### src/hw/rtl/wlc_pkg.sv
// Shared types and constants for the window lifter controller.
// Depends on nothing; used by every module of the block.
`default_nettype none

package wlc_pkg;

	localparam int unsigned LEVEL_W = 4;
	localparam int unsigned CNT_W = 4;
	localparam int unsigned LOCK_W = 6;
	localparam int unsigned CFG_IDX_W = 3;
	localparam int unsigned CFG_DATA_W = 6;

	localparam logic [CFG_IDX_W-1:0] REG_PRESS_THRESHOLD = 3'd0;
	localparam logic [CFG_IDX_W-1:0] REG_STEP_PERIOD = 3'd1;
	localparam logic [CFG_IDX_W-1:0] REG_PINCH_CONFIRM = 3'd2;
	localparam logic [CFG_IDX_W-1:0] REG_LOCKOUT_PERIOD = 3'd3;
	localparam logic [CFG_IDX_W-1:0] REG_TOP_LEVEL = 3'd4;

	localparam logic [CNT_W-1:0] RST_PRESS_THRESHOLD = 4'd5;
	localparam logic [CNT_W-1:0] RST_STEP_PERIOD = 4'd4;
	localparam logic [CNT_W-1:0] RST_PINCH_CONFIRM = 4'd1;
	localparam logic [LOCK_W-1:0] RST_LOCKOUT_PERIOD = 6'd50;
	localparam logic [LEVEL_W-1:0] RST_TOP_LEVEL = 4'd10;

	localparam logic [CNT_W-1:0] CNT_MAX = 4'd15;

	typedef enum logic [7:0] {
		M_IDLE     = 8'b0000_0001,
		M_TIME_UP  = 8'b0000_0010,
		M_TIME_DN  = 8'b0000_0100,
		M_ONE_UP   = 8'b0000_1000,
		M_MAN_UP   = 8'b0001_0000,
		M_ONE_DN   = 8'b0010_0000,
		M_MAN_DN   = 8'b0100_0000,
		M_REVERSE  = 8'b1000_0000
	} mode_t;

	typedef struct packed {
		logic up_button;
		logic down_button;
		logic pinch_sensor;
	} in_word_t;

	typedef struct packed {
		logic [LEVEL_W-1:0] window_level;
		logic               up_led;
		logic               down_led;
		logic               pinch_led;
		logic               locked_out;
	} out_word_t;

	typedef struct packed {
		logic [CNT_W-1:0]   press_threshold;
		logic [CNT_W-1:0]   step_period;
		logic [CNT_W-1:0]   pinch_confirm;
		logic [LOCK_W-1:0]  lockout_period;
		logic [LEVEL_W-1:0] top_level;
	} cfg_t;

endpackage

`default_nettype wire

### src/hw/rtl/wlc_cfg.sv
// Configuration register file of the window lifter controller.
// Depends on wlc_pkg for register indexes, reset values and cfg_t.
`default_nettype none

module wlc_cfg (
	input  wire logic                            clk,
	input  wire logic                            arst_n,
	input  wire logic                            wr_en,
	input  wire logic [wlc_pkg::CFG_IDX_W-1:0]   wr_index,
	input  wire logic [wlc_pkg::CFG_DATA_W-1:0]  wr_data,
	output wlc_pkg::cfg_t                        cfg
);

	wlc_pkg::cfg_t cfg_q;

	always_ff @(posedge clk or negedge arst_n) begin
		if (!arst_n) begin
			cfg_q.press_threshold <= wlc_pkg::RST_PRESS_THRESHOLD;
			cfg_q.step_period <= wlc_pkg::RST_STEP_PERIOD;
			cfg_q.pinch_confirm <= wlc_pkg::RST_PINCH_CONFIRM;
			cfg_q.lockout_period <= wlc_pkg::RST_LOCKOUT_PERIOD;
			cfg_q.top_level <= wlc_pkg::RST_TOP_LEVEL;
		end else if (wr_en) begin
			unique case (wr_index)
				wlc_pkg::REG_PRESS_THRESHOLD: cfg_q.press_threshold <= wr_data[3:0];
				wlc_pkg::REG_STEP_PERIOD: cfg_q.step_period <= wr_data[3:0];
				wlc_pkg::REG_PINCH_CONFIRM: cfg_q.pinch_confirm <= wr_data[3:0];
				wlc_pkg::REG_LOCKOUT_PERIOD: cfg_q.lockout_period <= wr_data;
				wlc_pkg::REG_TOP_LEVEL: cfg_q.top_level <= wr_data[3:0];
				default: ;
			endcase
		end
	end

	assign cfg = cfg_q;

endmodule

`default_nettype wire

### src/hw/rtl/wlc_core.sv
// Window state machine: level, mode and tick counters, one update per word.
// Depends on wlc_pkg for mode_t, in_word_t, out_word_t and cfg_t.
`default_nettype none

module wlc_core (
	input  wire logic          clk,
	input  wire logic          arst_n,
	input  wire logic          fire,
	input  wire wlc_pkg::in_word_t in_word,
	input  wire wlc_pkg::cfg_t     cfg,
	output wlc_pkg::out_word_t result
);

	wlc_pkg::mode_t                mode_q, mode_d;
	logic [wlc_pkg::LEVEL_W-1:0]   level_q, level_d;
	logic [wlc_pkg::CNT_W-1:0]     hold_q, hold_d;
	logic [wlc_pkg::CNT_W-1:0]     step_q, step_d;
	logic [wlc_pkg::CNT_W-1:0]     pinch_q, pinch_d;
	logic [wlc_pkg::LOCK_W-1:0]    lock_q, lock_d;

	logic [wlc_pkg::CNT_W-1:0]     step_inc;
	logic [wlc_pkg::CNT_W-1:0]     step_per;
	logic                          step_hit;
	logic [wlc_pkg::CNT_W-1:0]     step_adv;
	logic [wlc_pkg::CNT_W-1:0]     hold_inc;
	logic [wlc_pkg::CNT_W-1:0]     pinch_new;
	logic [wlc_pkg::LEVEL_W-1:0]   level_up;
	logic [wlc_pkg::LEVEL_W-1:0]   level_dn;
	logic                          held;

	assign step_inc = (step_q != wlc_pkg::CNT_MAX) ? step_q + 4'd1 : step_q;
	assign step_per = (cfg.step_period == '0) ? 4'd1 : cfg.step_period;
	assign step_hit = step_inc >= step_per;
	assign step_adv = step_hit ? '0 : step_inc;
	assign hold_inc = (hold_q != wlc_pkg::CNT_MAX) ? hold_q + 4'd1 : hold_q;
	assign pinch_new = !in_word.pinch_sensor ? '0 :
		((pinch_q != wlc_pkg::CNT_MAX) ? pinch_q + 4'd1 : pinch_q);
	assign level_up = level_q + 4'd1;
	assign level_dn = level_q - 4'd1;
	assign held = (mode_q == wlc_pkg::M_TIME_UP) ? in_word.up_button : in_word.down_button;

	always_comb begin
		mode_d = mode_q;
		level_d = level_q;
		hold_d = hold_q;
		step_d = step_q;
		pinch_d = pinch_q;
		lock_d = lock_q;
		unique case (mode_q)
			wlc_pkg::M_IDLE: begin
				if (lock_q != '0) begin
					lock_d = lock_q - 6'd1;
				end else if (in_word.up_button) begin
					hold_d = 4'd1;
					step_d = '0;
					mode_d = (cfg.press_threshold <= 4'd1) ? wlc_pkg::M_MAN_UP
						: wlc_pkg::M_TIME_UP;
				end else if (in_word.down_button) begin
					hold_d = 4'd1;
					step_d = '0;
					mode_d = (cfg.press_threshold <= 4'd1) ? wlc_pkg::M_MAN_DN
						: wlc_pkg::M_TIME_DN;
				end
			end
			wlc_pkg::M_TIME_UP, wlc_pkg::M_TIME_DN: begin
				if (held) begin
					hold_d = hold_inc;
					if (hold_inc >= cfg.press_threshold) begin
						mode_d = (mode_q == wlc_pkg::M_TIME_UP) ? wlc_pkg::M_MAN_UP
							: wlc_pkg::M_MAN_DN;
						step_d = '0;
					end
				end else begin
					mode_d = (mode_q == wlc_pkg::M_TIME_UP) ? wlc_pkg::M_ONE_UP
						: wlc_pkg::M_ONE_DN;
					step_d = '0;
					pinch_d = '0;
				end
			end
			wlc_pkg::M_ONE_UP: begin
				if (level_q >= cfg.top_level) begin
					level_d = cfg.top_level;
					mode_d = wlc_pkg::M_IDLE;
					hold_d = '0;
					step_d = '0;
					pinch_d = '0;
				end else if (in_word.pinch_sensor && pinch_new >= cfg.pinch_confirm) begin
					mode_d = wlc_pkg::M_REVERSE;
					step_d = '0;
					pinch_d = '0;
				end else begin
					pinch_d = pinch_new;
					step_d = step_adv;
					if (step_hit) begin
						level_d = level_up;
						if (level_up >= cfg.top_level) begin
							mode_d = wlc_pkg::M_IDLE;
							hold_d = '0;
							step_d = '0;
							pinch_d = '0;
						end
					end
				end
			end
			wlc_pkg::M_MAN_UP: begin
				if (!in_word.up_button) begin
					mode_d = wlc_pkg::M_IDLE;
					hold_d = '0;
					step_d = '0;
					pinch_d = '0;
				end else if (level_q >= cfg.top_level) begin
					level_d = cfg.top_level;
					step_d = '0;
				end else begin
					step_d = step_adv;
					if (step_hit) begin
						level_d = level_up;
					end
				end
			end
			wlc_pkg::M_ONE_DN: begin
				if (level_q == '0) begin
					mode_d = wlc_pkg::M_IDLE;
					hold_d = '0;
					step_d = '0;
					pinch_d = '0;
				end else begin
					step_d = step_adv;
					if (step_hit) begin
						level_d = level_dn;
						if (level_dn == '0) begin
							mode_d = wlc_pkg::M_IDLE;
							hold_d = '0;
							step_d = '0;
							pinch_d = '0;
						end
					end
				end
			end
			wlc_pkg::M_MAN_DN: begin
				if (!in_word.down_button) begin
					mode_d = wlc_pkg::M_IDLE;
					hold_d = '0;
					step_d = '0;
					pinch_d = '0;
				end else if (level_q == '0) begin
					step_d = '0;
				end else begin
					step_d = step_adv;
					if (step_hit) begin
						level_d = level_dn;
					end
				end
			end
			wlc_pkg::M_REVERSE: begin
				if (level_q != '0) begin
					step_d = step_adv;
					if (step_hit) begin
						level_d = level_dn;
					end
				end
				if (level_d == '0) begin
					mode_d = wlc_pkg::M_IDLE;
					hold_d = '0;
					step_d = '0;
					pinch_d = '0;
					lock_d = cfg.lockout_period;
				end
			end
			default: begin
				mode_d = wlc_pkg::M_IDLE;
				hold_d = '0;
				step_d = '0;
				pinch_d = '0;
			end
		endcase
	end

	always_ff @(posedge clk or negedge arst_n) begin
		if (!arst_n) begin
			mode_q <= wlc_pkg::M_IDLE;
			level_q <= '0;
			hold_q <= '0;
			step_q <= '0;
			pinch_q <= '0;
			lock_q <= '0;
		end else if (fire) begin
			mode_q <= mode_d;
			level_q <= level_d;
			hold_q <= hold_d;
			step_q <= step_d;
			pinch_q <= pinch_d;
			lock_q <= lock_d;
		end
	end

	always_comb begin
		result.window_level = level_d;
		result.up_led = (mode_d == wlc_pkg::M_ONE_UP) || (mode_d == wlc_pkg::M_MAN_UP);
		result.down_led = (mode_d == wlc_pkg::M_ONE_DN) || (mode_d == wlc_pkg::M_MAN_DN);
		result.pinch_led = (mode_d == wlc_pkg::M_REVERSE);
		result.locked_out = (lock_d != '0);
	end

endmodule

`default_nettype wire

### src/hw/rtl/window_lifter_controller.sv
// Power window lifter controller: one-touch, manual and anti-pinch control per tick word.
// Each word passes the input register, then the result register. Throughput: one word
// per cycle unless out_stall holds the result; the state update is a single pass.
// Reset: arst_n clears the pipeline, returns the window state to idle at level 0
// and loads the configuration reset values. Depends on wlc_pkg, wlc_cfg, wlc_core.
`default_nettype none

module window_lifter_controller (
	input  wire logic                            clk,
	input  wire logic                            arst_n,
	input  wire logic                            in_valid,
	output      logic                            in_stall,
	input  wire wlc_pkg::in_word_t               in_data,
	output      logic                            out_valid,
	input  wire logic                            out_stall,
	output wlc_pkg::out_word_t                   out_data,
	input  wire logic                            cfg_valid,
	output      logic                            cfg_ready,
	input  wire logic [wlc_pkg::CFG_IDX_W-1:0]   cfg_index,
	input  wire logic [wlc_pkg::CFG_DATA_W-1:0]  cfg_data
);

	wlc_pkg::cfg_t      cfg;
	wlc_pkg::in_word_t  data_s1;
	logic               valid_s1;
	wlc_pkg::out_word_t result;
	wlc_pkg::out_word_t out_q;
	logic               out_valid_q;
	logic               advance;

	assign cfg_ready = 1'b1;

	wlc_cfg u_cfg (
		.clk      (clk),
		.arst_n   (arst_n),
		.wr_en    (cfg_valid && cfg_ready),
		.wr_index (cfg_index),
		.wr_data  (cfg_data),
		.cfg      (cfg)
	);

	assign advance = valid_s1 && (!out_valid_q || !out_stall);
	assign in_stall = valid_s1 && !advance;

	always_ff @(posedge clk or negedge arst_n) begin
		if (!arst_n) begin
			valid_s1 <= 1'b0;
		end else if (!in_stall) begin
			valid_s1 <= in_valid;
		end
	end

	always_ff @(posedge clk) begin
		if (in_valid && !in_stall) begin
			data_s1 <= in_data;
		end
	end

	wlc_core u_core (
		.clk     (clk),
		.arst_n  (arst_n),
		.fire    (advance),
		.in_word (data_s1),
		.cfg     (cfg),
		.result  (result)
	);

	always_ff @(posedge clk or negedge arst_n) begin
		if (!arst_n) begin
			out_valid_q <= 1'b0;
		end else if (advance) begin
			out_valid_q <= 1'b1;
		end else if (!out_stall) begin
			out_valid_q <= 1'b0;
		end
	end

	always_ff @(posedge clk) begin
		if (advance) begin
			out_q <= result;
		end
	end

	assign out_valid = out_valid_q;
	assign out_data = out_q;

endmodule

`default_nettype wire

### config.mk
export PLATFORM = sky130hd
export DESIGN_NAME = window_lifter_controller
export DESIGN_NICKNAME = d
export VERILOG_FILES = /design/src/hw/rtl/wlc_pkg.sv /design/src/hw/rtl/wlc_cfg.sv /design/src/hw/rtl/wlc_core.sv /design/src/hw/rtl/window_lifter_controller.sv
export SDC_FILE = /design/constraint.sdc
export NUM_CORES = 1
export LEC_CHECK = 0
export ABC_AREA = 1
export ABC_CLOCK_PERIOD_IN_PS = 3100
export BUFFER_PORTS_ARGS = -buffer_cell sky130_fd_sc_hd__buf_2
export CAP_MARGIN = 10
export CORE_MARGIN = 2
export CORE_UTILIZATION = 36
export CTS_CLUSTER_DIAMETER = 60
export CTS_CLUSTER_SIZE = 20
export DETAILED_ROUTE_END_ITERATION = 10
export HOLD_SLACK_MARGIN = 0.12
export PLACE_DENSITY = 0.51
export SYNTH_ARGS = -nofsm -noshare
export SYNTH_HDL_FRONTEND = slang
export SYNTH_HIERARCHICAL = 1
export SYNTH_SLANG_ARGS = --single-unit
### constraint.sdc
create_clock -name clk -period 3.1 [get_ports clk]
set_input_delay 0.62 -clock clk [delete_from_list [all_inputs] [get_ports clk]]
set_output_delay 0.62 -clock clk [all_outputs]
set_load 0.01 [all_outputs]
==> results by group <==
Drt
  – Initial DRT Pass Iterations: 4
  – Number of vias per cell after detailed routing: 5.08
  – Sum of routed wire length over all layers: 12.6 mm
  – DRC violation count after routing: 0
  – Number of violations reported at the end of detailed-routing iteration 0: between 200 and 300
  – Vias after detailed routing: between 4000 and 5000
  – Mean routed wirelength per cell: 14.3 um
  – Post-route ant nets: 0

Setup path
  – Slowest stage delay, CP: 410 ps
  – Required time of the critical path: about 3200 ps
  – Delay-heaviest family, CP: simple AND/OR/NAND/NOR gates
  – Crit path kind: flip-flop to flip-flop
  – Critical Path Fanout Max: 7
  – Start of the worst register-to-register path: u_core/step_q[0]
  – Cell-by-cell listing of the critical path: ha_2, nand2_2, inv_1, nor3_2, a21oi_1, ha_1, nand2_2, inv_2, nand2_2, nand3_4, nand2_2, nand2_1, nand2_1, nand2_4, inv_2, nand2_2, nand2_4, nand2_2, nand2_1, nand2_1, nor2_1, nand3_1
  – Most prevalent standard cell on the critical path: sky130_fd_sc_hd__nand2_2
  – Critical path buffers and inverters: 3
  – Nature of the critical path startpoint: flip-flop
  – Arr. time, crit path: 3010 ps
  – Reg-to-reg slack, setup: 170 ps
  – Nature of the critical path endpoint: flip-flop
  – Worst R2R Path Depth: 22
  – Worst r2r dst: out_data[0]
  – Slowest CP cell: sky130_fd_sc_hd__dfrtp_1

Floorplan
  – Vertical die dimension: roughly 120 um
  – Die W: 119 um
  – # IOs: 28
  – Starting Density: 0.372
  – Total Die Area: around 14000 um2
  – Row count: slightly above 40
  – Placeable Area: 12800 um2

Place
  – Post-detail-place hpwl: 9.52 mm
  – Placed insts: between 800 and 900
  – Routability congestion estimate from global placement: 0.880
  – # port buffers: 26

GRT
  – Total overflow reported by the global router: 0
  – First-pass GRT wire length: 21.3 mm
  – Global routing met3 resource utilization: 0.0311
  – Routing layer with the top usage in global route: met2
  – Vias in the first global route: ~4300
  – Initial antenna violation count: 0
  – Maximum number of pins on one net before global-route repair: 39
  – Global routing usage on met2: 0.295
  – GRT Resource Usage Total: 0.190
  – Met1 demand-to-capacity share in global routing: 0.256

Clock network
  – Number of clock buffers inserted by TritonCTS: 9
  – Number of H-tree branching levels: 3
  – Max Root-Sink Buffers: 2
  – CTS tree: done
  – Clock transition at the registers of the reported paths: 60 ps
  – Num Clock Sinks: 65
  – Worst-skew pair later-pin latency: 340 ps
  – Master cell of the clock root buffer: sky130_fd_sc_hd__clkbuf_16

Logic synthesis
  – Nets in the synthesized netlist: 706
  – Mean area per synthesized cell: 7.18 um2
  – Fraction of post-synthesis cell area in the top cell type by area: 0.232
  – Number of storage elements in the synthesis netlist: 65
  – Number of different library cells in the post-synthesis netlist: 50
  – Synth top area cells: sky130_fd_sc_hd__dfrtp_1, sky130_fd_sc_hd__nand2_1, sky130_fd_sc_hd__nand3_1
  – Number of instances in the synthesized netlist: 662
  – Sequential share of the synthesized area: 0.357
  – Cell taking the most area after synthesis: sky130_fd_sc_hd__dfrtp_1
  – Netlist area before placement: approximately 4800 um2
  – Yosys synthesis warning count: 6

Timing
  – Max-slew headroom at the worst pin: 0.599
  – Worst Max-Slew Pin Slew: 602 ps
  – Worst slack on hold paths: 281 ps
  – Post-layout minimum cycle time: 2930 ps
  – Skew final: between 5 and 6 ps
  – Crit share post-route: 0.944
  – Max Transition Viols Final: 0
  – Highest attainable clock frequency: 342 MHz
  – Final hold viol count: 0
  – Final setup violating endpoints: 0

Power and ir drop
  – Power per unit of standard cell area: 831 nW/um2
  – Worst supply voltage drop on vdd: 0.000378 V
  – Static Leakage: around 2.8 nW

Layout
  – Area added between synthesis and finish: 16.8%
  – Post-layout net count: 746
  – Non-Filler Instances: between 800 and 900
  – Combined flip-flop and latch cell area: 1690 um2
  – Fraction of final layout cells sized beyond drive strength 1: 0.205
  – Count of filler cells inserted in the layout: 1272
  – Number of antenna cells inserted: 0
  – Area taken by multi-input logic gates: 2750 um2

Flow run
  – Number of violations of the max-capacitance limit: 0

Worst hold path
  – Min-Delay Path Class: input pin to async pin

Run status
  – Result of the run: finished, final reports clean
-- how the worst max path moves through the flow --
stage                     start           to  cells past startpoint
2_1_floorplan  u_core/step_q[0]  out_data[0]                     22
3_3_place_gp   u_core/step_q[0]  out_data[0]                     19
3_5_place_dp   u_core/step_q[0]  out_data[0]                     21
4_1_cts        u_core/step_q[0]  out_data[0]                     21
5_1_grt        u_core/step_q[0]  out_data[0]                     22
6_report       u_core/step_q[0]  out_data[0]                     22
-- stage by stage --
stage          setup TNS [ps]  setup slack (ps)  cell area [um2]   util  power, W
3_5_place_dp                0              13.7             5100  0.400   0.00348
6_report                    0               175             5550  0.434   0.00461
3_3_place_gp                0               164             5100  0.400   0.00345
2_1_floorplan               0               425             4750      -   0.00289
4_1_cts                     0              30.1             5410  0.423   0.00452
5_1_grt                  -133             -66.0             5550  0.434   0.00505
-- layout make-up --
| type | count | share of cell area |
|---|---|---|
| Multi-Input combinational cell | 491 | 0.495 |
| Sequential cell | 65 | 0.305 |
| Inverter | 96 | 0.0649 |
| Clock buffer | 12 | 0.0483 |
| Timing Repair Buffer | 39 | 0.0433 |
| Tap cell | 172 | 0.0388 |
| Clock inverter | 4 | 0.00451 |
-- cell families after synthesis --
kind of cell             after synthesis  synth area share
AO/OA/AOI/OAI                         87             0.107
XOR/XNOR                              10            0.0184
adder cells (fa/ha/maj)               27            0.0711
buffers and inverters                106            0.0871
flip-flops                            65             0.357
other                                  1          0.000789
AND/OR/NAND/NOR                      366             0.359
-- where the power goes --
part	leakage, nW	switching [W]	internal [W]	total [W]
clock	0.148	0.000392	0.000611	0.00100
sequential	0.787	0.000170	0.00109	0.00126
combinational	1.90	0.00155	0.000795	0.00235
-- repair_timing --
action,4_1_cts,5_1_grt
hold buffers,0,0
buffers inserted,1,6
pin swaps,1,10
endpoints found under the setup margin,1,29
resized for setup,0,26
cloned,0,0
hold endpoints to repair,0,0
-- Yosys cell counts, drive strengths merged --
master	n
a211oi	2
a21oi	17
a22oi	1
a31o	1
a31oi	2
and2	3
buf	7
clkbuf	3
clkinv	1
conb	1
dfrtp	44
dfstp	10
edfxtp	11
ha	27
inv	95
nand2	206
nand3	80
nand3b	3
nand4	13
nor2	51
nor3	6
nor3b	1
nor4	1
o2111ai	2
o211ai	5
o21ai	51
o21bai	1
o22ai	3
o31ai	1
o41ai	1
or2	2
xnor2	1
xor2	9
-- flip-flops by register name (all words and copies together) (netlist names) --
signal,cells
data_s1,3
out_data,8
out_valid,1
u_cfg/cfg,22
u_core/hold_q,4
u_core/level_q,4
u_core/lock_q,6
u_core/mode_q,8
u_core/pinch_q,4
u_core/step_q,4
valid_s1,1
-- per-layer routing --
metal  vias to the layer above  wire length (um)
met5                         -                 0
li1                       2254                 -
met2                       119              5720
met3                        23               586
met4                         0               346
met1                      2068              5910
-- cells in the final DEF (no fill, tap or decap), types with 5 or more instances in the layout --
cell                        count
sky130_fd_sc_hd__edfxtp_1      11
sky130_fd_sc_hd__o211ai_1       5
sky130_fd_sc_hd__nor2_4         8
sky130_fd_sc_hd__a21oi_1       13
sky130_fd_sc_hd__clkbuf_16     10
sky130_fd_sc_hd__nand3_1       76
sky130_fd_sc_hd__buf_2         26
sky130_fd_sc_hd__nand2_4        5
sky130_fd_sc_hd__nor2_2         9
sky130_fd_sc_hd__ha_1          26
sky130_fd_sc_hd__o21ai_1       12
sky130_fd_sc_hd__dfstp_2       10
sky130_fd_sc_hd__o21ai_0       37
sky130_fd_sc_hd__inv_2         20
sky130_fd_sc_hd__buf_4         12
sky130_fd_sc_hd__nand2_1      183
sky130_fd_sc_hd__nor2_1        34
sky130_fd_sc_hd__nand2_2       18
sky130_fd_sc_hd__inv_1         75
sky130_fd_sc_hd__xor2_1         8
sky130_fd_sc_hd__dfrtp_1       44
sky130_fd_sc_hd__nand4_1       11
(Power assumes the default switching activity.)
